## config.mk

```make
export PLATFORM = sky130hd
export DESIGN_NAME = kmp_substring_search
export DESIGN_NICKNAME = d
export VERILOG_FILES = /design/src/design/kmp_pkg.sv /design/src/design/kmp_substring_search.sv /design/src/design/kmp_sdp_ram.sv
export SDC_FILE = /design/constraint.sdc
export NUM_CORES = 1
export LEC_CHECK = 0
export BUFFER_PORTS_ARGS = -buffer_cell sky130_fd_sc_hd__buf_2
export CELL_PAD_IN_SITES_DETAIL_PLACEMENT = 0
export CELL_PAD_IN_SITES_GLOBAL_PLACEMENT = 2
export CORE_AREA = 2 2 166 290
export CTS_BUF_LIST = sky130_fd_sc_hd__clkbuf_4
export CTS_CLUSTER_SIZE = 10
export DETAILED_ROUTE_END_ITERATION = 8
export DIE_AREA = 0 0 168 292
export GPL_ROUTABILITY_DRIVEN = 0
export PLACE_DENSITY_LB_ADDON = 0.1
export RECOVER_POWER = 25
export SYNTH_ARGS = -nofsm -noshare
export SYNTH_HDL_FRONTEND = slang
export SYNTH_SLANG_ARGS = --single-unit
```

## constraint.sdc

```tcl
create_clock -name i_clk -period 8.6 [get_ports i_clk]
set_input_delay 1.72 -clock i_clk [delete_from_list [all_inputs] [get_ports i_clk]]
set_output_delay 1.72 -clock i_clk [all_outputs]
set_load 0.005 [all_outputs]
```

## src/design/kmp_pkg.sv

```systemverilog
// Shared types and codes for the KMP substring search block.
`timescale 1ns / 1ps

package kmp_pkg;

    localparam int S_TDATA_W = 8;
    localparam int S_TUSER_W = 2;
    localparam int M_TDATA_W = 24;
    localparam int STATUS_W  = 2;
    localparam int POS_W     = 16;

    localparam logic [1:0] OP_NEW    = 2'd0;
    localparam logic [1:0] OP_APPEND = 2'd1;
    localparam logic [1:0] OP_HAY    = 2'd2;

    localparam logic [STATUS_W-1:0] STAT_FOUND     = 2'd0;
    localparam logic [STATUS_W-1:0] STAT_NOT_FOUND = 2'd1;
    localparam logic [STATUS_W-1:0] STAT_OVERFLOW  = 2'd2;

    typedef enum logic [1:0] {
        ST_IDLE,
        ST_LOADJ,
        ST_CMP
    } t_state;

endpackage

```

## src/design/kmp_substring_search.sv

```systemverilog
// Streaming KMP substring search: needle load, failure table build, matcher.
// Needle byte: a new needle, a first byte or a dropped byte is taken in the idle state; an append
//   goes through ST_LOADJ, then ST_CMP with its failure-chain fallbacks, each one read of the two RAMs.
// Haystack byte: ST_CMP with its fallbacks (taken in the idle state when the search already reported).
// A result is registered at the end of its last step, which repeats while the output is full.
// Sync active-low reset clears control state; needle and failure RAMs are not cleared.
`timescale 1ns / 1ps

module kmp_substring_search #(
    parameter int MAX_PATTERN = 32,
    parameter int INDEX_BITS  = 16
) (
    input  logic                          i_clk,
    input  logic                          i_rst_n,
    input  logic                          i_s_axis_tvalid,
    output logic                          o_s_axis_tready,
    input  logic [kmp_pkg::S_TDATA_W-1:0] i_s_axis_tdata,  // [7:0] data_byte
    input  logic [kmp_pkg::S_TUSER_W-1:0] i_s_axis_tuser,  // [1:0] op
    input  logic                          i_s_axis_tlast,
    output logic                          o_m_axis_tvalid,
    input  logic                          i_m_axis_tready,
    output logic [kmp_pkg::M_TDATA_W-1:0] o_m_axis_tdata   // [1:0] status, [17:2] position
);

    import kmp_pkg::*;

    localparam int LEN_W  = $clog2(MAX_PATTERN + 1);
    localparam int ADDR_W = MAX_PATTERN > 1 ? $clog2(MAX_PATTERN) : 1;
    localparam int SUM_W  = (INDEX_BITS > LEN_W ? INDEX_BITS : LEN_W) + 1;
    localparam int WIDE_W = INDEX_BITS > POS_W ? INDEX_BITS : POS_W;

    t_state                r_state, n_state;
    logic                  r_app, n_app;
    logic [7:0]            r_byte, n_byte;
    logic                  r_last, n_last;
    logic [LEN_W-1:0]      r_j, n_j;
    logic [LEN_W-1:0]      r_len, n_len;
    logic [LEN_W-1:0]      r_match, n_match;
    logic [INDEX_BITS-1:0] r_text, n_text;
    logic                  r_done, n_done;
    logic                  r_ovf, n_ovf;
    logic                  r_out_valid, n_out_valid;
    logic [STATUS_W-1:0]   r_out_status, n_out_status;
    logic [POS_W-1:0]      r_out_pos, n_out_pos;

    logic                  store_we, fail_we;
    logic [ADDR_W-1:0]     store_waddr, fail_waddr, store_raddr, fail_raddr;
    logic [7:0]            store_wdata, store_q;
    logic [LEN_W-1:0]      fail_wdata, fail_q;

    logic                  s_fire, can_emit, mismatch, finish, emit_req;
    logic [LEN_W-1:0]      j_next, j_m1, len_m1, match_m1, fq_m1;
    logic [INDEX_BITS-1:0] pos_full;
    logic [WIDE_W-1:0]     pos_wide;
    logic [POS_W-1:0]      pos_cap;
    logic [STATUS_W-1:0]   emit_status;
    logic [POS_W-1:0]      emit_pos;

    kmp_sdp_ram #(.WIDTH(8), .DEPTH(MAX_PATTERN)) u_store (
        .i_clk   (i_clk),
        .i_we    (store_we),
        .i_waddr (store_waddr),
        .i_wdata (store_wdata),
        .i_raddr (store_raddr),
        .o_rdata (store_q)
    );

    kmp_sdp_ram #(.WIDTH(LEN_W), .DEPTH(MAX_PATTERN)) u_fail (
        .i_clk   (i_clk),
        .i_we    (fail_we),
        .i_waddr (fail_waddr),
        .i_wdata (fail_wdata),
        .i_raddr (fail_raddr),
        .o_rdata (fail_q)
    );

    assign o_s_axis_tready = (r_state == ST_IDLE);
    assign s_fire          = i_s_axis_tvalid && o_s_axis_tready;
    assign can_emit        = !r_out_valid || i_m_axis_tready;

    assign j_m1     = r_j - 1'b1;
    assign len_m1   = r_len - 1'b1;
    assign match_m1 = r_match - 1'b1;
    assign fq_m1    = fail_q - 1'b1;

    assign mismatch = (r_j != '0) && (r_byte != store_q);
    assign j_next   = (r_byte == store_q) ? r_j + 1'b1 : r_j;

    // match start: saturated index reports the saturation value
    assign pos_full = (r_text == {INDEX_BITS{1'b1}}) ? r_text :
                      INDEX_BITS'(SUM_W'(r_text) + SUM_W'(1) - SUM_W'(r_len));
    assign pos_wide = WIDE_W'(pos_full);
    assign pos_cap  = (pos_wide > WIDE_W'({POS_W{1'b1}})) ? {POS_W{1'b1}} : pos_wide[POS_W-1:0];

    always_ff @(posedge i_clk) begin
        if (!i_rst_n) begin
            r_state     <= ST_IDLE;
            r_app       <= 1'b0;
            r_len       <= '0;
            r_match     <= '0;
            r_text      <= '0;
            r_done      <= 1'b0;
            r_ovf       <= 1'b0;
            r_out_valid <= 1'b0;
        end else begin
            r_state     <= n_state;
            r_app       <= n_app;
            r_len       <= n_len;
            r_match     <= n_match;
            r_text      <= n_text;
            r_done      <= n_done;
            r_ovf       <= n_ovf;
            r_out_valid <= n_out_valid;
        end
    end

    always_ff @(posedge i_clk) begin
        r_byte       <= n_byte;
        r_last       <= n_last;
        r_j          <= n_j;
        r_out_status <= n_out_status;
        r_out_pos    <= n_out_pos;
    end

    always_comb begin
        n_state      = r_state;
        n_app        = r_app;
        n_byte       = r_byte;
        n_last       = r_last;
        n_j          = r_j;
        n_len        = r_len;
        n_match      = r_match;
        n_text       = r_text;
        n_done       = r_done;
        n_ovf        = r_ovf;
        n_out_status = r_out_status;
        n_out_pos    = r_out_pos;
        n_out_valid  = (r_out_valid && !i_m_axis_tready);

        store_we    = 1'b0;
        store_waddr = r_len[ADDR_W-1:0];
        store_wdata = i_s_axis_tdata;
        fail_we     = 1'b0;
        fail_waddr  = r_len[ADDR_W-1:0];
        fail_wdata  = '0;
        store_raddr = r_j[ADDR_W-1:0];
        fail_raddr  = j_m1[ADDR_W-1:0];

        finish      = 1'b0;
        emit_req    = 1'b0;
        emit_status = STAT_FOUND;
        emit_pos    = '0;

        case (r_state)
            ST_IDLE: begin
                store_raddr = r_match[ADDR_W-1:0];
                fail_raddr  = (i_s_axis_tuser == OP_APPEND) ? len_m1[ADDR_W-1:0] :
                                                              match_m1[ADDR_W-1:0];
                if (s_fire) begin
                    n_byte = i_s_axis_tdata;
                    n_last = i_s_axis_tlast;
                    case (i_s_axis_tuser)
                        OP_NEW: begin
                            n_match     = '0;
                            n_text      = '0;
                            n_done      = 1'b0;
                            n_ovf       = 1'b0;
                            n_len       = LEN_W'(1);
                            store_we    = 1'b1;
                            store_waddr = '0;
                            fail_we     = 1'b1;
                            fail_waddr  = '0;
                        end
                        OP_APPEND: begin
                            n_match = '0;
                            n_text  = '0;
                            n_done  = 1'b0;
                            if (r_len == LEN_W'(MAX_PATTERN)) begin
                                n_ovf = 1'b1;
                            end else if (r_len == '0) begin
                                n_len      = LEN_W'(1);
                                store_we   = 1'b1;
                                fail_we    = 1'b1;
                            end else begin
                                store_we = 1'b1;
                                n_app    = 1'b1;
                                n_state  = ST_LOADJ;
                            end
                        end
                        OP_HAY: begin
                            if (r_done) begin
                                if (i_s_axis_tlast) begin
                                    n_match = '0;
                                    n_text  = '0;
                                    n_done  = 1'b0;
                                end
                            end else begin
                                n_app   = 1'b0;
                                n_j     = r_match;
                                n_state = ST_CMP;
                            end
                        end
                        default: begin
                        end
                    endcase
                end
            end

            ST_LOADJ: begin
                n_j         = fail_q;
                store_raddr = fail_q[ADDR_W-1:0];
                fail_raddr  = fq_m1[ADDR_W-1:0];
                n_state     = ST_CMP;
            end

            ST_CMP: begin
                if (r_app) begin
                    if (mismatch) begin
                        n_j         = fail_q;
                        store_raddr = fail_q[ADDR_W-1:0];
                        fail_raddr  = fq_m1[ADDR_W-1:0];
                    end else begin
                        fail_we    = 1'b1;
                        fail_wdata = j_next;
                        n_len      = r_len + 1'b1;
                        n_state    = ST_IDLE;
                    end
                end else if (r_ovf) begin
                    finish      = 1'b1;
                    emit_req    = r_last;
                    emit_status = STAT_OVERFLOW;
                end else if (r_len == '0) begin
                    finish   = 1'b1;
                    emit_req = 1'b1;
                end else if (mismatch) begin
                    n_j         = fail_q;
                    store_raddr = fail_q[ADDR_W-1:0];
                    fail_raddr  = fq_m1[ADDR_W-1:0];
                end else begin
                    finish = 1'b1;
                    if (j_next >= r_len) begin
                        emit_req = 1'b1;
                        emit_pos = pos_cap;
                    end else if (r_last) begin
                        emit_req    = 1'b1;
                        emit_status = STAT_NOT_FOUND;
                    end
                end

                // result waits here while the output register is still full
                if (finish && (!emit_req || can_emit)) begin
                    n_state = ST_IDLE;
                    if (emit_req) begin
                        n_out_valid  = 1'b1;
                        n_out_status = emit_status;
                        n_out_pos    = emit_pos;
                        if (emit_status == STAT_FOUND) begin
                            n_done = 1'b1;
                        end
                    end
                    if (!r_ovf && (r_len != '0)) begin
                        n_match = (j_next >= r_len) ? '0 : j_next;
                    end
                    if (r_text != {INDEX_BITS{1'b1}}) begin
                        n_text = r_text + 1'b1;
                    end
                    if (r_last) begin
                        n_match = '0;
                        n_text  = '0;
                        n_done  = 1'b0;
                    end
                end
            end

            default: begin
                n_state = ST_IDLE;
            end
        endcase
    end

    assign o_m_axis_tvalid = r_out_valid;
    assign o_m_axis_tdata  = {(M_TDATA_W - POS_W - STATUS_W)'(0), r_out_pos, r_out_status};

endmodule

```

## src/design/kmp_sdp_ram.sv

```systemverilog
// Generic simple dual-port RAM, one write port, one registered read port.
`timescale 1ns / 1ps

module kmp_sdp_ram #(
    parameter int WIDTH = 8,
    parameter int DEPTH = 32
) (
    input  logic                                 i_clk,
    input  logic                                 i_we,
    input  logic [(DEPTH > 1 ? $clog2(DEPTH) : 1)-1:0] i_waddr,
    input  logic [WIDTH-1:0]                     i_wdata,
    input  logic [(DEPTH > 1 ? $clog2(DEPTH) : 1)-1:0] i_raddr,
    output logic [WIDTH-1:0]                     o_rdata
);

    logic [WIDTH-1:0] r_mem [DEPTH];

    always_ff @(posedge i_clk) begin
        if (i_we) begin
            r_mem[i_waddr] <= i_wdata;
        end
        o_rdata <= r_mem[i_raddr];
    end

endmodule

```

==> Yosys cells after proc, flatten, opt, wreduce, memory -nomap -nowiden <==
Memories as Yosys holds them, arrays and structs flattened. A register that Yosys moved wholly into a read port is not among the register bits.
Cells that the tools add are included.
{ "classes": {"eq_ne": 36, "multipliers": 0, "n_div": 0, "order_cmp": 2, "mux": 112, "add_sub_neg": 9, "n_shift": 0, "n_bitwise": 1, "reduce_logical": 33} }
{ "ops": {"columns": ["op", "count"], "rows": [
  ["two-way mux 6 bit", 23],
  ["two-way mux 16 bit", 8],
  ["one-hot mux 16 bit (2 select lines)", 2],
  ["two-way mux 5 bit", 12],
  ["one-hot mux 6 bit (2 select lines)", 4],
  ["two-way mux 1 bit", 41],
  ["!= test 3 bit (second input constant)", 13],
  ["adder 16 x 1 -> 16 bit (second input constant)", 2],
  ["one-hot mux 5 bit (3 select lines)", 2],
  ["AND reduction 7 bit", 4],
  ["two-way mux 2 bit", 10],
  ["subtractor 5 x 1 -> 5 bit (second input constant)", 4],
  ["one-hot mux 6 bit (3 select lines)", 1],
  ["AND reduction 6 bit", 3],
  ["== test 16 bit (second input constant)", 1],
  ["> comparator 16 bit (second input constant)", 1],
  ["!= test 16 bit (second input constant)", 1],
  ["subtractor 16 x 6 -> 16 bit", 1],
  ["!= test 2 bit (second input constant)", 7],
  ["one-hot mux 1 bit (2 select lines)", 7],
  ["adder 6 x 1 -> 6 bit (second input constant)", 2],
  ["nonzero test 6 bit", 2],
  ["== test 8 bit", 1],
  ["!= test 8 bit", 1],
  ["other kinds (22)", 40]
]} }
{ "word_totals": {"out_inout_bits": 26, "wordCells": 208, "ramBits": 448, "latchBits": 0, "ff_bits": 67, "rom_bits": 0, "mem_count": 2, "in_bits": 15} }
{ "mem_list": {"columns": ["name", "depth", "width", "rd", "rd_clocked_by_memory_dff", "write_ports", "line", "text"], "rows": [
  ["u_store.r_mem", 32, 8, 1, 1, 1, "kmp_sdp_ram.sv:16", "logic [WIDTH-1:0] r_mem [DEPTH];"],
  ["u_fail.r_mem", 32, 6, 1, 1, 1, "kmp_sdp_ram.sv:16", null]
]} }

==> Logic depth before layout (Yosys ltp) <==
Gate-level depths: netlist of run 1.
{ "logic_depth": {"depth_word": 15, "ltp_mapped": 17, "mapped_depth_nobuf": 16} }

==> Cells and area by module <==
Synthesis of run 1 repeated with hierarchy kept, for this count alone.
{ "unflattened": {"cells_unflattened": 1329, "hier_area_um2": 22713.0} }
{ "modules_own_cells": {"columns": ["module", "cells_each", "area_per_inst_um2", "seq_area_each_um2", "n_inst"], "rows": [
  ["kmp_sdp_ram (u_store)", 417, 10053.4, 7847.5, 1],
  ["kmp_sdp_ram (u_fail)", 323, 7589.8, 5885.6, 1],
  ["kmp_substring_search", 589, 5069.9, 1671.6, 1]
]} }

==> Worst setup path after synthesis of run 1 <==
No wires, ideal clock.
{ "synth_path": {"path_type": "in2reg", "start": "input port i_s_axis_tuser[0] in the netlist's numbering", "end": "register u_fail.o_rdata[0], read port of u_fail.r_mem", "t_required_ns": 8.536, "setup_slack_ns": 4.447, "stages": 15, "setup_time_ns": 0.064, "t_arrival_ns": 4.089, "n_path_buf": 4, "cell_sequence": "clkbuf_1 > nand2b_1 > clkbuf_1 > nor2_1 > a21oi_1 > ha_1 > o22ai_1 > o21ai_1 > and2_1 > buf_2 > buf_1 > nand2_1 > a311oi_1 > nand3_1 > nand4_1"} }
{ "synth_between": {"elab_chain_cells": 3} }
{ "synth_lines": {"columns": ["item", "line", "text"], "rows": [
  ["start: declaration", "kmp_substring_search.sv:18", "input logic [kmp_pkg::S_TUSER_W-1:0] i_s_axis_tuser,"],
  ["== test 2 x 1 -> 1 bit", "kmp_substring_search.sv:157", "fail_raddr = (i_s_axis_tuser == OP_APPEND) ? len_m1[ADDR_W-1:0] :"],
  ["two-way mux 5 bit", "kmp_substring_search.sv:157", null],
  ["one-hot mux 5 bit (3 select lines)", "kmp_substring_search.sv:154", "case (r_state)"],
  ["end: declaration", "kmp_sdp_ram.sv:13", "output logic [WIDTH-1:0] o_rdata"]
]} }
Every way passes these cells.
A chain may end at the register's enable or synchronous reset.

==> Worst setup path after layout of run 1 <==
{ "layout_path": {"start": "register r_len[1]", "end": "register u_store.o_rdata[1], read port of u_store.r_mem"} }
{ "layout_between": {"elab_chain_cells": 5} }
{ "layout_lines": {"columns": ["item", "line", "text"], "rows": [
  ["start: declaration", "kmp_substring_search.sv:37", "logic [LEN_W-1:0] r_len, n_len;"],
  ["start signal: assignment", "kmp_substring_search.sv:108", "r_len <= n_len;"],
  ["logical NOT 6 bit", "kmp_substring_search.sv:232", "end else if (r_len == '0) begin"],
  ["two-way mux 5 bit", "kmp_substring_search.sv:232", null],
  ["two-way mux 5 bit", "kmp_substring_search.sv:228", "end else if (r_ovf) begin"],
  ["two-way mux 5 bit", "kmp_substring_search.sv:217", "if (r_app) begin"],
  ["one-hot mux 5 bit (3 select lines)", "kmp_substring_search.sv:154", null],
  ["end: declaration", "kmp_sdp_ram.sv:13", null]
]} }
Every way passes these cells.

==> results of run 1 <==
worst reg2reg max path, cell delays in order (launching register included):
cell and delay, ns:
dfxtp_1 0.44, inv_1 0.24, ha_1 0.19, nor4b_4 0.43, a21oi_2 0.18, or2_1 0.40
a31oi_1 0.33, and2_2 0.58, buf_4 0.64, a22oi_1 0.40, a2111oi_0 0.76, a31oi_1 0.08
cell usage in the layout (no fill, tap or decap), types with 8 or more instances in the layout:
| cell type | Yosys | layout |
|---|---|---|
| mux2i_1 | 92 | 92 |
| o21ai_0 | 21 | 21 |
| nor3_1 | 20 | 20 |
| nor2_1 | 131 | 130 |
| o22ai_1 | 9 | 9 |
| o211a_1 | 9 | 9 |
| a21oi_1 | 94 | 94 |
| a21o_1 | 15 | 15 |
| ha_1 | 47 | 47 |
| clkbuf_4 | 0 | 172 |
| clkinv_1 | 2 | 31 |
| nand2_1 | 268 | 268 |
| buf_4 | 13 | 14 |
| a211oi_1 | 8 | 8 |
| xor2_1 | 11 | 11 |
| a31oi_1 | 27 | 27 |
| and3_1 | 10 | 10 |
| buf_2 | 25 | 25 |
| mux4_2 | 12 | 12 |
| a311oi_1 | 8 | 8 |
| nand3_1 | 64 | 64 |
| xnor2_1 | 37 | 37 |
| a22oi_1 | 39 | 39 |
| a2111oi_0 | 15 | 15 |
| inv_1 | 39 | 39 |
| a32oi_1 | 12 | 12 |
| nand4_1 | 19 | 19 |
| clkbuf_1 | 36 | 9 |
| dfxtp_1 | 48 | 48 |
| nand2b_1 | 8 | 8 |
| edfxtp_1 | 481 | 481 |
layout make-up:
| class | count | area (um^2) | share of cell area (%) |
|---|---|---|---|
| diodes | 6 | 15.01 | 0.05959 |
| clock buffers | 172 | 1291 | 5.125 |
| clock inverters | 42 | 207.7 | 0.8244 |
| inverters | 41 | 153.9 | 0.6108 |
| multi-input cells | 1096 | 7103 | 28.19 |
| flip-flops and latches | 529 | 15400 | 61.14 |
| well taps | 588 | 735.7 | 2.920 |
| repair buffers | 49 | 284.0 | 1.127 |
state kept, by name, indices dropped and copies added (netlist names), 2 cells and up:
| signal | flops |
|---|---|
| r_match | 6 |
| r_text | 16 |
| r_state | 2 |
| r_j | 6 |
| r_len | 6 |
| u_fail.r_mem | 192 |
| r_out_status | 2 |
| r_out_pos | 16 |
| u_store.r_mem | 256 |
| u_fail.o_rdata | 6 |
| r_byte | 8 |
| u_store.o_rdata | 8 |
cell families (layout without fill, tap and decap cells):
family | after synthesis | count (layout) | share of synthesized area, %
simple gates | 558 | 558 | 10.51
flops | 529 | 529 | 66.77
compound gates | 325 | 325 | 10.03
buf+inv | 127 | 304 | 2.706
mux | 111 | 111 | 5.505
fa+ha+maj | 48 | 48 | 2.636
xor+xnor | 48 | 48 | 1.822
other cells | 1 | 12 | 0.01625
power by group:
| group | internal, mW | leakage [nW] | switching, mW |
|---|---|---|---|
| combinational | 0.704 | 2.74 | 1.48 |
| sequential | 2.92 | 5.19 | 0.103 |
| clock | 0.951 | 0.900 | 0.979 |
per-stage QoR:
| stage | hold slack (ns) | std cells |
|---|---|---|
| after detailed placement | 0.5301 | 2303 |
| after global routing | 0.5655 | 2523 |
| final | 0.5408 | 2523 |
| after global placement | 0.5230 | 2303 |
| after floorplan | 0.4335 | 1752 |
| after CTS | 0.5499 | 2517 |
layer usage:
| metal | track usage, % | vias to the layer above | wire length [um] |
|---|---|---|---|
| met4 | 14.06 | 0 | 3333 |
| met1 | 25.44 | 7320 | 21610 |
| li1 | - | 6853 | - |
| met3 | 3.754 | 169 | 2506 |
| met5 | 0 | - | 0 |
| met2 | 48.96 | 430 | 34370 |
worst paths after layout:
path | from | end | depth (start not counted)
worst min register to register | r_text[5]$_SDFFE_PN0P_ | r_text[5]$_SDFFE_PN0P_ | 2
worst min-delay path | r_text[5]$_SDFFE_PN0P_ | r_text[5]$_SDFFE_PN0P_ | 2
worst max-delay path | r_len[1]$_SDFFE_PN0P_ | u_store.o_rdata[1]$_DFF_P_ | 11
worst max register to register | r_len[1]$_SDFFE_PN0P_ | u_store.o_rdata[1]$_DFF_P_ | 11
==> out/results.ini, run 1 <==
[yosys]
seq_area_frac_synth_pct=66.77
synth_edf_count=481
synthArstFlopShare_pct=0
yosysUniqueCellTypes=79
syn_area_per_cell_um2=13.21
synth_seq_cells=529
syn_area_um2=23070
yosysTopAreaCellShare_pct=62.61
yosysMostFrequentCell=edfxtp_1
ys_warn_count=0
yosys.area.top_type=edfxtp_1
netlist_instances=1747
synthTopCellsByCount=edfxtp_1 (481), nand2_1 (268), nor2_1 (131)
synthFlopType=edfxtp_1
synthTopCellsByArea=edfxtp_1 (63%), nand2_1 (4.4%), dfxtp_1 (4.2%)

[route]
first_pass_iters=5
routedWlPerCell_um=24.50
drcViolationCount=0
viasPerCell=5.855
ant_nets=0
drt_iter0_drc=1009
vias=14772
wl_mm=61.82

[global_route]
grt_pass1_wl_mm=92.06
first_global_vias=15334
grt_use_total_pct=25.28
grt_remaining_overflow=0
grt_start_max_net_pins=114
antenna_found_initial=2

[sta]
slew_viol_final=238
tns_ns=0
max_freq_mhz=207.0
tightestPinTransition_ns=1.958
layout_setup_ws_ns=3.768
relSlewSlack_pct=-30.56
setup_viol=0
period_minus_slack_ns=4.832
skew_ns=0.08508
rsz0062_at_grt=no
final_hold_viol_count=0
finalCritPeriodShare_pct=56.19

[placed_design]
io_buffers=34
dp_hpwl_mm=41.53
dpl_worst_slack_ns=3.060
postPlaceCellArea_um2=23690

[pwr]
power_mw=7.141
ir_worst_vdd_uv=184.2
power_leakage_nw=8.831
p_per_area_nw_per_um2=283.4

[floorplan]
dieArea_um2=49060
rows=105
initial_core_util_pct=49.47
dieWidth_um=168
io_pins=41
core_um2=46640
die_h_um=292

[critical_path]
crit_chain=inv_1, ha_1, nor4b_4, a21oi_2, or2_1, a31oi_1, and2_2, buf_4, a22oi_1, a2111oi_0, a31oi_1
worstPathArrival_ns=5.51
critical-path-slowest-cell=a2111oi_0
worst-path-buf-inv=2
slowest_delay_ns=0.76
critPathMaxFanout=63
r2r_slack_ns=3.77
start_kind=register
critical_path_class=reg2reg
cp_top_family=compound AO/OA/AOI/OAI gates
crit_top_cell=a31oi_1
end_kind=register
cp.required_ns=9.28

[outcome]
violations=max-capacitance violations, max-slew violations
status=finished with violations

[clock_network]
clk_pin_slew_ns=0.07
root_buffer=clkbuf_4
cts-buffers-inserted=118
cts_sinks=529
tritoncts=done
cts_setup_buffers=0
cts_hold_buffers=0
cts-htree-levels=3
cts_buffer_depth=3
post_cts_resized=0
clk_latency_ns=0.86

[finish]
fin_util_pct=54.02
fillers=4051
design_area_um2=25200
fin_nets=1898
syn2layout_area_growth_pct=9.209
drive_gt1_share_pct=14.46

[min_path]
hold_class=reg2reg

[flow_run]
maxCapViolCount=7

(Power assumes the default switching activity.)
==> run 2, diff against run 1 <==
--- a/config.mk
+++ b/config.mk
@@ -8,11 +8,11 @@
 export BUFFER_PORTS_ARGS = -buffer_cell sky130_fd_sc_hd__buf_2
 export CELL_PAD_IN_SITES_DETAIL_PLACEMENT = 0
 export CELL_PAD_IN_SITES_GLOBAL_PLACEMENT = 2
-export CORE_AREA = 2 2 166 290
+export CORE_AREA = 2 2 171 299
 export CTS_BUF_LIST = sky130_fd_sc_hd__clkbuf_4
 export CTS_CLUSTER_SIZE = 10
 export DETAILED_ROUTE_END_ITERATION = 8
-export DIE_AREA = 0 0 168 292
+export DIE_AREA = 0 0 173 301
 export GPL_ROUTABILITY_DRIVEN = 0
 export PLACE_DENSITY_LB_ADDON = 0.1
 export RECOVER_POWER = 25
==> constraint.sdc (replaced) <==
create_clock -name i_clk -period 4.95 [get_ports i_clk]
set_input_delay 0.99 -clock i_clk [delete_from_list [all_inputs] [get_ports i_clk]]
set_output_delay 0.99 -clock i_clk [all_outputs]
set_load 0.005 [all_outputs]
==> run 2 against run 1 <==
The run still ends with max-capacitance violations, max-slew violations left. Design area grew 2.1%. Via count shrank 0.35%. Sequential share of layout area shrank 1.3 points. Sequential power grew 74%. Core utilization shrank 2.0 points. Non-clock buffer count grew 44. Global-route usage shrank 1.2 points. Total power grew 79%. Combinational power grew 87%. Register-to-register slack lost 3.2 ns. First-iteration DRC count shrank 16%. Critical path type unchanged. Highest routed layer unchanged.
==> out/results.ini, run 2 (synthesized netlist as in run 1, its figures left out) <==
[clock_network]
cts_sinks=529  ; unchanged
cts-htree-levels=3  ; unchanged
clk_pin_slew_ns=0.07  ; about the same
cts_hold_buffers=0  ; unchanged
tritoncts=done
clk_latency_ns=0.87  ; about the same
post_cts_resized=0  ; unchanged
cts-buffers-inserted=117  ; -0.85%
cts_setup_buffers=0  ; unchanged
cts_buffer_depth=3  ; unchanged
root_buffer=clkbuf_4

[flow_run]
maxCapViolCount=7  ; unchanged

[route]
drt_iter0_drc=851  ; -16%
drcViolationCount=0  ; unchanged
vias=14721  ; -0.35%
ant_nets=0  ; unchanged
first_pass_iters=6  ; +1
viasPerCell=5.582  ; -4.7%
wl_mm=61.76  ; -0.10%
routedWlPerCell_um=23.42  ; -4.4%

[floorplan]
io_pins=41  ; unchanged
initial_core_util_pct=46.65  ; -2.8 points
rows=108  ; +2.9%
core_um2=49460  ; +6.0%
dieWidth_um=173  ; +3.0%
dieArea_um2=52070  ; +6.2%
die_h_um=301  ; +3.1%

[pwr]
ir_worst_vdd_uv=306.4  ; +66%
p_per_area_nw_per_um2=497.3  ; +75%
p_sw_mw=4.501  ; +75%
power_mw=12.80  ; +79%
power_frac_clock_pct=26.9  ; about the same
power_frac_seq_pct=41.1  ; -1.2 points
p_int_mw=8.295  ; +81%
power_leakage_nw=9.084  ; +2.9%
switching_share_pct=35.17  ; -0.75 points
p_comb_share_pct=32.1  ; +1.5 points

[finish]
top_regs=u_store.r_mem x256, u_fail.r_mem x192
drive_gt1_share_pct=16.11  ; +1.6 points
syn2layout_area_growth_pct=11.52
mostFrequentLayoutCells=edfxtp_1 (481), nand2_1 (268), clkbuf_4 (165)
fillers=4383  ; +8.2%
regMostFlops=u_store.r_mem
final_common_cell=edfxtp_1
largest_register_ffs=256  ; unchanged
fin_nets=1941  ; +2.3%

[critical_path]
regToRegStartpoint=r_byte[2]$_DFFE_PP_
start_kind=register
reg2reg_to=r_text[9]$_SDFFE_PN0P_
cp.required_ns=5.66  ; -3.62 ns
end_kind=register
worstPathArrival_ns=5.11  ; -0.40 ns
critPathMaxFanout=10  ; -84%
critical_path_class=reg2reg
reg2reg_depth=16  ; +5
r2r_slack_ns=0.55  ; -3.21 ns

[sta]
finalCritPeriodShare_pct=88.81  ; +33 points
skew_ns=0.05384  ; -0.03125 ns
tightestPinTransition_ns=1.814  ; -0.1439 ns
rsz0062_at_grt=no
max_freq_mhz=227.5  ; +9.9%
period_minus_slack_ns=4.396  ; -0.4359 ns
tns_ns=0  ; unchanged
final_hold_viol_count=0  ; unchanged
slew_viol_final=238  ; unchanged
relSlewSlack_pct=-20.96  ; +9.6 points
layout_setup_ws_ns=0.5539  ; -3.214 ns
setup_viol=0  ; unchanged

[global_route]
grt_use_total_pct=24.03  ; -1.2 points
first_global_vias=15387  ; +0.35%
grt_remaining_overflow=0  ; unchanged
grt_start_max_net_pins=73  ; -36%
antenna_found_initial=2  ; unchanged
grt_pass1_wl_mm=93.43  ; +1.5%

[min_path]
hold_depth=1  ; -1
hold_start=i_s_axis_tlast
hold_end=r_last$_DFFE_PP_
hold_class=in2reg

[outcome]
violations=max-capacitance violations, max-slew violations
status=finished with violations

[placed_design]
dpl_worst_slack_ns=0.6309  ; -2.429 ns
dp_hpwl_mm=42.43  ; +2.2%
io_buffers=34  ; unchanged

run 2: power groups by stage:
| stage | Clock, mW | Sequential, mW | Combinational (mW) |
|---|---|---|---|
| floorplan | 0 | 5.26 | 2.72 |
| global placement | 0 | 5.35 | 4.09 |
| detailed placement | 0 | 5.35 | 4.10 |
| CTS | 3.53 | 5.25 | 4.12 |
| global route | 3.76 | 5.27 | 4.44 |
| finish | 3.44 | 5.25 | 4.10 |
run 2: layer usage:
| layer | routed length [um] | vias to the layer above | part of all wire [%] | GRT usage (%) |
|---|---|---|---|---|
| met5 | 0 | - | 0 | 0 |
| met4 | 3253 | 0 | 5.3 | 13.44 |
| met3 | 2278 | 151 | 3.7 | 3.586 |
| met2 | 34320 | 405 | 56 | 46.65 |
| met1 | 21900 | 7232 | 35 | 24.28 |
| li1 | - | 6933 | - | - |
run 2: layout make-up:
cell class | instances | area, um^2 | share of cell area, %
inverter | 41 | 153.9 | 0.5982
antenna | 3 | 7.507 | 0.02918
clock inverter | 50 | 317.8 | 1.235
sequential | 529 | 15400 | 59.87
tap | 660 | 825.8 | 3.210
multi-input combinational | 1096 | 7103 | 27.61
timing repair buffer | 93 | 676.9 | 2.631
clock buffer | 165 | 1239 | 4.814
run 2: how the worst max path moves through the flow:
stage / slack (ns) / endpoint / from
floorplan: 1.23 / r_text[9]$_SDFFE_PN0P_ / r_byte[0]$_DFFE_PP_
global placement: 0.65 / r_text[9]$_SDFFE_PN0P_ / r_byte[6]$_DFFE_PP_
detailed placement: 0.63 / r_text[9]$_SDFFE_PN0P_ / r_byte[7]$_DFFE_PP_
CTS: 0.58 / r_text[9]$_SDFFE_PN0P_ / r_byte[7]$_DFFE_PP_
global route: 0.28 / r_text[9]$_SDFFE_PN0P_ / r_byte[3]$_DFFE_PP_
finish: 0.55 / r_text[9]$_SDFFE_PN0P_ / r_byte[2]$_DFFE_PP_
run 2: through the flow:
| stage | hold WS (ns) | utilization, % | cells | area (um^2) |
|---|---|---|---|---|
| global placement | 0.4653 | 48.88 | 2419 | 24180 |
| detailed placement | 0.4694 | 48.88 | 2419 | 24180 |
| finish | 0.3756 | 52.02 | 2637 | 25730 |
| CTS | 0.2603 | 52.03 | 2634 | 25730 |
| global route | 0.3156 | 52.02 | 2636 | 25730 |
| floorplan | 0.4335 | - | 1752 | 23090 |
run 2: critical path, cell delays in order (launching register included):
cell       delay, ns
edfxtp_1        0.39
xnor2_1         0.13
nand4_1         0.15
nor2_1          0.06
buf_4           0.16
xnor2_1         0.44
ha_1            0.33
nand2b_1        0.14
a21o_1          0.17
a21o_1          0.17
a21o_1          0.16
a21o_1          0.22
a2111oi_2       0.44
o211ai_2        0.28
a21oi_1         0.54
nand4_1         0.18
mux2_2          0.30
==> run 3, diff against run 2 <==
--- a/config.mk
+++ b/config.mk
@@ -14,7 +14,7 @@
 export DETAILED_ROUTE_END_ITERATION = 8
 export DIE_AREA = 0 0 173 301
 export GPL_ROUTABILITY_DRIVEN = 0
-export PLACE_DENSITY_LB_ADDON = 0.1
+export PLACE_DENSITY = 0.84
 export RECOVER_POWER = 25
 export SYNTH_ARGS = -nofsm -noshare
 export SYNTH_HDL_FRONTEND = slang
==> run 3 against run 2 <==
The run still ends with max-capacitance violations, max-slew violations left. Register-to-register slack improved by 0.07 ns. Sequential share of layout area is 0.31 points higher. Wire length fell by 2.2%. Clock skew grew 0.027 ns. Non-clock buffer count down 11. Worst hold slack improved by 0.034 ns. Global-route usage shrank 0.67 points. Highest routed layer unchanged. Cell count down 0.46%. Combinational power increased by 3%. Sequential power is essentially flat. Die area unchanged. First-iteration DRC count increased by 8.2%.
==> out/results.ini, run 3 (synthesized netlist as in run 1, its figures left out) <==
[outcome]
status=finished with violations
violations=max-capacitance violations, max-slew violations

[critical_path]
reg2reg_depth=15  ; -1
cp-startpoint=r_byte[2]$_DFFE_PP_
critPathMaxFanout=10  ; unchanged
slowest_delay_ns=0.49  ; -0.05 ns
cp.required_ns=5.70  ; +0.04 ns
end_kind=register
crit_chain=xnor2_1, nand4_1, nor2_1, xnor2_1, ha_1, nand2b_1, a21o_1, a21o_1, a21o_1, a21o_1, a2111oi_2, o211ai_2, a21oi_1, nand4_1, mux2_2
critical-path-slowest-cell=a21oi_1
regToRegStartpoint=r_byte[2]$_DFFE_PP_
crit_top_cell=a21o_1
reg2reg_to=r_text[9]$_SDFFE_PN0P_
critical_path_class=reg2reg
start_kind=register
worstPathArrival_ns=5.07  ; -0.04 ns
r2r_slack_ns=0.63  ; +0.07 ns

[clock_network]
cts_buffer_depth=3  ; unchanged
tritoncts=done
cts_sinks=529  ; unchanged
cts-buffers-inserted=116  ; -0.85%
root_buffer=clkbuf_4
post_cts_resized=0  ; unchanged
clk_pin_slew_ns=0.07  ; about the same
cts-htree-levels=3  ; unchanged
clk_latency_ns=0.91  ; +0.04 ns
cts_setup_buffers=0  ; unchanged
cts_hold_buffers=0  ; unchanged

[finish]
syn2layout_area_growth_pct=10.94
multi_input_area_um2=7103  ; unchanged
top_regs=u_store.r_mem x256, u_fail.r_mem x192
fillers=4434  ; +1.2%
drive_gt1_share_pct=16.00  ; -0.11 points
regArea_um2=15400  ; unchanged
design_area_um2=25600  ; -0.52%
fin_cells=2625  ; -0.46%
final_common_cell=edfxtp_1
mostFrequentLayoutCells=edfxtp_1 (481), nand2_1 (268), clkbuf_4 (158)
largest_register_ffs=256  ; unchanged
regMostFlops=u_store.r_mem
fin_nets=1929  ; -0.62%

[floorplan]
dieWidth_um=173  ; unchanged
dieArea_um2=52070  ; unchanged
initial_core_util_pct=46.65  ; unchanged
core_um2=49460  ; unchanged
io_pins=41  ; unchanged
die_h_um=301  ; unchanged
rows=108  ; unchanged

[min_path]
hold_start=i_s_axis_tlast
hold_end=r_last$_DFFE_PP_
hold_depth=1  ; unchanged
hold_class=in2reg

[pwr]
power_frac_clock_pct=26.0  ; -0.9 points
ir_worst_vdd_uv=288.0  ; -6.0%
p_comb_share_pct=33.0  ; +0.9 points
power_leakage_nw=9.020  ; -0.71%
p_sw_mw=4.648  ; +3.3%
p_per_area_nw_per_um2=501.4  ; +0.81%
p_int_mw=8.186  ; -1.3%
switching_share_pct=36.21  ; +1.0 points
power_frac_seq_pct=41.0  ; about the same

[global_route]
grt_start_max_net_pins=76  ; +4.1%
grt_use_total_pct=23.36  ; -0.67 points
grt_remaining_overflow=0  ; unchanged
grt_pass1_wl_mm=91.38  ; -2.2%
first_global_vias=15486  ; +0.64%
antenna_found_initial=2  ; unchanged

[sta]
tns_ns=0  ; unchanged
whs_ns=0.4098  ; +0.03419 ns
relSlewSlack_pct=-23.19  ; -2.2 points
finalCritPeriodShare_pct=87.30  ; -1.5 points
slew_viol_final=272  ; +14%
period_minus_slack_ns=4.321  ; -0.07490 ns
setup_viol=0  ; unchanged
final_hold_viol_count=0  ; unchanged
tightestPinTransition_ns=1.848  ; +0.03346 ns
skew_ns=0.08133  ; +0.02750 ns
rsz0062_at_grt=no
max_freq_mhz=231.4  ; +1.7%

[route]
drcViolationCount=0  ; unchanged
ant_nets=0  ; unchanged
drt_iter0_drc=921  ; +8.2%
first_pass_iters=6  ; unchanged
routedWlPerCell_um=23.02  ; -1.7%
wl_mm=60.42  ; -2.2%
viasPerCell=5.659  ; +1.4%
vias=14856  ; +0.92%

[placed_design]
dp_cells=2408  ; -0.45%
dp_hpwl_mm=41.28  ; -2.7%
io_buffers=34  ; unchanged
postPlaceCellArea_um2=24090  ; -0.34%

[flow_run]
maxCapViolCount=8  ; +1

run 3: changes by cell type in the layout (fill, tap and decap cells not counted), sizes merged:
cell      delta
buf         -11
bufinv       -2
clkbuf       -7
clkinv       +6
clkinvlp     -1
inv          +3
run 3: per-stage QoR:
stage | total power [mW] | util [%] | setup slack, ns
floorplan | 7.980 | - | 1.226
global placement | 9.578 | 48.71 | 0.7172
detailed placement | 9.593 | 48.71 | 0.6539
CTS | 12.94 | 51.76 | 0.6359
global route | 13.45 | 51.75 | 0.1998
finish | 12.83 | 51.75 | 0.6288
run 3: cell type report:
type	instances	area share (%)
flip-flops and latches	529	60.18
multi-input cells	1096	27.75
clock buffers	158	4.634
well taps	660	3.226
repair buffers	82	2.322
clock inverters	56	1.251
inverters	41	0.6013
diodes	3	0.02933
run 3: worst max-delay path: cells and delay by family (launching register included):
family | cells | cell delay, ns
AO/OA/AOI/OAI | 7 | 1.92
multiplexers | 1 | 0.29
flip-flops | 1 | 0.39
XOR/XNOR | 2 | 0.44
adder cells (fa/ha/maj) | 1 | 0.30
AND/OR/NAND/NOR | 4 | 0.87
run 3: power groups by stage:
stage,combinational (mW),sequential (mW),clock (mW)
6_report,4.23,5.26,3.34
5_1_grt,4.54,5.27,3.64
4_1_cts,4.26,5.26,3.43
3_5_place_dp,4.24,5.35,0
3_3_place_gp,4.23,5.35,0
2_1_floorplan,2.72,5.26,0
run 3: per-layer routing:
layer	global-route usage [%]	share of wire, %
met2	45.53	56
met4	13.32	5.3
met5	0	0
met3	3.535	3.9
met1	23.29	35
run 3: worst max path at each step:
stage	end	cells after the start	slack (ns)
3_5_place_dp	r_text[9]$_SDFFE_PN0P_	15	0.65
2_1_floorplan	r_text[9]$_SDFFE_PN0P_	15	1.23
3_3_place_gp	r_text[9]$_SDFFE_PN0P_	15	0.72
6_report	r_text[9]$_SDFFE_PN0P_	15	0.63
4_1_cts	r_text[9]$_SDFFE_PN0P_	15	0.64
5_1_grt	r_text[9]$_SDFFE_PN0P_	15	0.20
